--- src/sv/tcw_pkg.sv ---
// tcw_pkg: operation codes, control character codes and cell constants
// for the text console writer. No dependencies.
`default_nettype none

package tcw_pkg;

    localparam logic [1:0] OP_WRITE = 2'd0;
    localparam logic [1:0] OP_MOVE  = 2'd1;
    localparam logic [1:0] OP_CLEAR = 2'd2;
    localparam logic [1:0] OP_READ  = 2'd3;

    localparam logic [7:0] CH_BACKSPACE = 8'h08;
    localparam logic [7:0] CH_TAB       = 8'h09;
    localparam logic [7:0] CH_NEWLINE   = 8'h0A;
    localparam logic [7:0] CH_RETURN    = 8'h0D;

    localparam logic [7:0]  BLANK_CHAR  = 8'h20;
    localparam logic [7:0]  ATTR_RESET  = 8'h0F;
    localparam logic [15:0] RESET_CELL  = 16'h0F20;

    // cell write request from the cursor unit
    typedef struct packed {
        logic wr_en;
        logic wr_blank;
        logic scroll;
    } wr_ctl_t;

endpackage

`default_nettype wire

--- src/sv/tcw_cursor.sv ---
// tcw_cursor: next cursor position and cell write request for a
// write-character request. Depends on tcw_pkg.
`default_nettype none

module tcw_cursor #(
    parameter int COLUMNS = 80,
    parameter int ROWS = 25,
    localparam int CW = $clog2(COLUMNS),
    localparam int RW = $clog2(ROWS)
) (
    input  wire logic [CW-1:0] col,
    input  wire logic [RW-1:0] row,
    input  wire logic [7:0]    character,
    output logic      [CW-1:0] next_col,
    output logic      [RW-1:0] next_row,
    output logic      [CW-1:0] wr_col,
    output tcw_pkg::wr_ctl_t   ctl
);

    logic [CW:0] c_ext;
    logic [RW:0] r_ext;
    logic [CW:0] tab_sum;

    always_comb
    begin
        c_ext   = {1'b0, col};
        r_ext   = {1'b0, row};
        tab_sum = {1'b0, col} + (CW+1)'(4);
        wr_col  = col;
        ctl     = '0;
        case (character)
            tcw_pkg::CH_NEWLINE:
            begin
                c_ext = '0;
                r_ext = r_ext + (RW+1)'(1);
            end
            tcw_pkg::CH_RETURN:
            begin
                c_ext = '0;
            end
            tcw_pkg::CH_TAB:
            begin
                c_ext = {tab_sum[CW:2], 2'b00};
            end
            tcw_pkg::CH_BACKSPACE:
            begin
                if (col != '0)
                begin
                    c_ext        = {1'b0, col - CW'(1)};
                    wr_col       = col - CW'(1);
                    ctl.wr_en    = 1'b1;
                    ctl.wr_blank = 1'b1;
                end
            end
            default:
            begin
                c_ext     = {1'b0, col} + (CW+1)'(1);
                ctl.wr_en = 1'b1;
            end
        endcase
        if (c_ext >= (CW+1)'(COLUMNS))
        begin
            c_ext = '0;
            r_ext = r_ext + (RW+1)'(1);
        end
        if (r_ext >= (RW+1)'(ROWS))
        begin
            r_ext      = (RW+1)'(ROWS - 1);
            ctl.scroll = 1'b1;
        end
        next_col = c_ext[CW-1:0];
        next_row = r_ext[RW-1:0];
    end

endmodule

`default_nettype wire

--- config.mk ---
export PLATFORM = sky130hd
export DESIGN_NAME = tcw_cursor
export DESIGN_NICKNAME = d
export VERILOG_FILES = /design/src/sv/tcw_pkg.sv /design/src/sv/tcw_cursor.sv
export SDC_FILE = /design/constraint.sdc
export NUM_CORES = 1
export LEC_CHECK = 0
export BUFFER_PORTS_ARGS = -buffer_cell sky130_fd_sc_hd__buf_2
export CORE_MARGIN = 5
export CORE_UTILIZATION = 55
export DETAILED_ROUTE_END_ITERATION = 16
export PLACE_DENSITY_LB_ADDON = 0.08
export SKIP_LAST_GASP = 1
export SLEW_MARGIN = 20
export SYNTH_ARGS = -nofsm -noshare
export SYNTH_HDL_FRONTEND = slang
export SYNTH_SLANG_ARGS = --single-unit
--- constraint.sdc ---
create_clock -name vclk -period 4.05
set_clock_uncertainty 0.15 [all_clocks]
set_input_delay 0.81 -clock vclk [all_inputs]
set_output_delay 0.81 -clock vclk [all_outputs]
set_load 0.02 [all_outputs]
==> flow_metrics.tcl <==
set metrics [dict create \
    die_y_um 60.2 \
    netlist.area_leader.share 0.0821 \
    start_util 0.565 \
    max_stage_delay_ns 0.37 \
    cp-start-kind "primary input" \
    slew_headroom 0.723 \
    dr.pass1.iters 5 \
    totalWireLength_mm 4.62 \
    outcome "finished, violations left" \
    worstPathBufferInverterCount 3 \
    dpl.hpwl_mm 3.54 \
    num_io_pins 42 \
    layout_setup_ws_ns -0.0204 \
    required_ns 3.09 \
    drt.antenna.violating_nets 0 \
    syn_to_final_growth_pct 31.7 \
    fin_crit_sh 1.01 \
    cp_cell_sequence "buf_2, inv_1, ha_1, nand2_1, or3_4, o211ai_2, o311a_2, a21oi_1, nor4_2, a211oi_2, nor3_1, buf_2" \
    die_area_sq_um 3630 \
    rows 18 \
    synthesis.area_sq_um 1390 \
    hold_path_class "primary input to primary output" \
    maxSlewViolCount 0 \
    via_per_inst 6.27 \
    vdd_ir_drop_max_v 0.0000760 \
    cpLargestDelayFamily "simple AND/OR/NAND/NOR gates" \
    ys_warn_count 0 \
    portBuffers 42 \
    wl_met3_um 430 \
    wire_per_inst_um 16.2 \
    clkbuf_count 0 \
    final_area_sq_um 1830 \
    end_kind "primary output" \
    track_usage 0.250 \
    setup_viol 2 \
    drtIter0Drc 107 \
    critPathMaxFanout 6 \
    hold_viol 0 \
    antenna_found_initial 0 \
    rsz0062_at_grt "yes" \
    dr_wl_met2_mm 2.29 \
    place.gp.congestion 0.935 \
    drc 0 \
    crit_type "primary input to primary output" \
    p_per_area_nw_per_um2 108 \
    dpl_cell_area_sq_um 1700 \
    syn_avg_cell_area_sq_um 7.04 \
    antennaDiodeCount 0 \
    netlist-cell-type-count 58 \
    yosys-top-cells-area "xnor2_1, ha_1, nand2_1" \
    grt_pass1_vias 1587 \
    grt_overflow 0 \
    syn_inst 197 \
    grt_max_degree 14 \
    drive_gt1_frac 0.404 \
    core-area_sq_um 2450 \
    cts_hold_buf 0 \
    yosysMostFrequentCell "nand2_1" \
    m1WireLength_mm 1.88 \
    ys_seq_area_frac 0 \
    crit_path_frequent_cell "buf_2" \
    slowest_stage "or3_4" \
    nNetsFinal 285 \
    grt_pass1_wl_mm 7.20 \
    routed.top_layer "met4" \
    cp_data_arrival_time_ns 3.11 \
    seqCellArea_sq_um 0 \
    seq_cells 0 \
    finalWorstPathRequiredPeriod_ns 4.07 \
    p_leak_nw 0.786 \
    max_freq_ghz 0.246 \
    worstMarginPinSlew_ns 0.415 \
    num_vias 1787 \
    maxCapViolCount 0 \
    holdWs_ns 1.88 \
    synth_common_cells "nand2_1, nor2_1, a21oi_1, xnor2_1, nand3_1" \
    die_w_um 60.2 \
    yosys.area.top_type "xnor2_1" \
    violations "setup timing" \
    synth_nets 225 \
]
==> what timing repair did <==
| item | 4_1_cts | 5_1_grt |
|---|---|---|
| setup endpoints to repair | 3 | 7 |
| pin swaps | 5 | 10 |
| buffers inserted | 2 | 3 |
| gates resized for setup | 11 | 7 |
==> metal layers <==
metal	global-route usage	up-vias
met3	0.0151	2
met5	0	-
li1	-	845
met1	0.327	833
met2	0.448	107
met4	0.0506	0
==> layout make-up <==
cell class / instances / area (sq um)
Inverter: 7 / 26.3
Timing Repair Buffer: 68 / 432
Tap cell: 30 / 37.5
Fill cell: 211 / 627
Multi-Input combinational cell: 180 / 1330
==> cells by family after synthesis <==
kind of cell / count (synthesis) / synth area share
AND/OR/NAND/NOR: 99 / 0.424
AO/OA/AOI/OAI: 48 / 0.253
adder cells (fa/ha/maj): 8 / 0.0721
XOR/XNOR: 20 / 0.126
multiplexers: 5 / 0.0406
buffers and inverters: 17 / 0.0839
==> power by group <==
part | total (W) | switching (W) | internal [W]
Clock | 0 | 0 | 0
Sequential | 0 | 0 | 0
Combinational | 0.000198 | 0.000117 | 0.0000807
==> path summary, 6_finish.rpt <==
check    from     endpoint  slack [ns]  depth (start not counted)
min    col[2]    wr_col[2]        1.88                          3
max    col[2]  next_row[1]       -0.02                         12
==> through the flow <==
stage	total power [W]	std cells	worst slack, ns	util	setup TNS [ns]
floorplan	0.000121	197	0.0258	-	0
global placement	0.000174	280	0.0759	0.694	0
detailed placement	0.000179	280	-0.0602	0.694	-0.0819
CTS	0.000187	282	-0.00707	0.718	-0.00707
global route	0.000213	285	-0.131	0.745	-0.472
finish	0.000198	285	-0.0204	0.745	-0.0259
==> cells in the final DEF (no fill, tap or decap), types with 2 or more instances in the layout <==
| cell | n |
|---|---|
| xor2_1 | 7 |
| nor2b_1 | 2 |
| nand4_1 | 5 |
| buf_2 | 39 |
| ha_1 | 7 |
| nand3b_1 | 2 |
| o21ai_0 | 6 |
| and3_1 | 4 |
| o31a_1 | 2 |
| nand3_2 | 2 |
| nand2_1 | 21 |
| nand2b_1 | 5 |
| nor2_1 | 19 |
| a21oi_2 | 3 |
| buf_4 | 26 |
| nor3_1 | 8 |
| or3_4 | 2 |
| xnor2_1 | 12 |
| a21oi_1 | 14 |
| nor3_2 | 3 |
| nor4_1 | 3 |
| o21a_1 | 2 |
| o31ai_1 | 2 |
| buf_8 | 2 |
| mux2i_1 | 2 |
| nor4_2 | 2 |
| or2_1 | 2 |
| inv_1 | 7 |
| nand3_1 | 9 |
| a311oi_1 | 2 |
No activity file was read; power rests on OpenSTA's default activity.
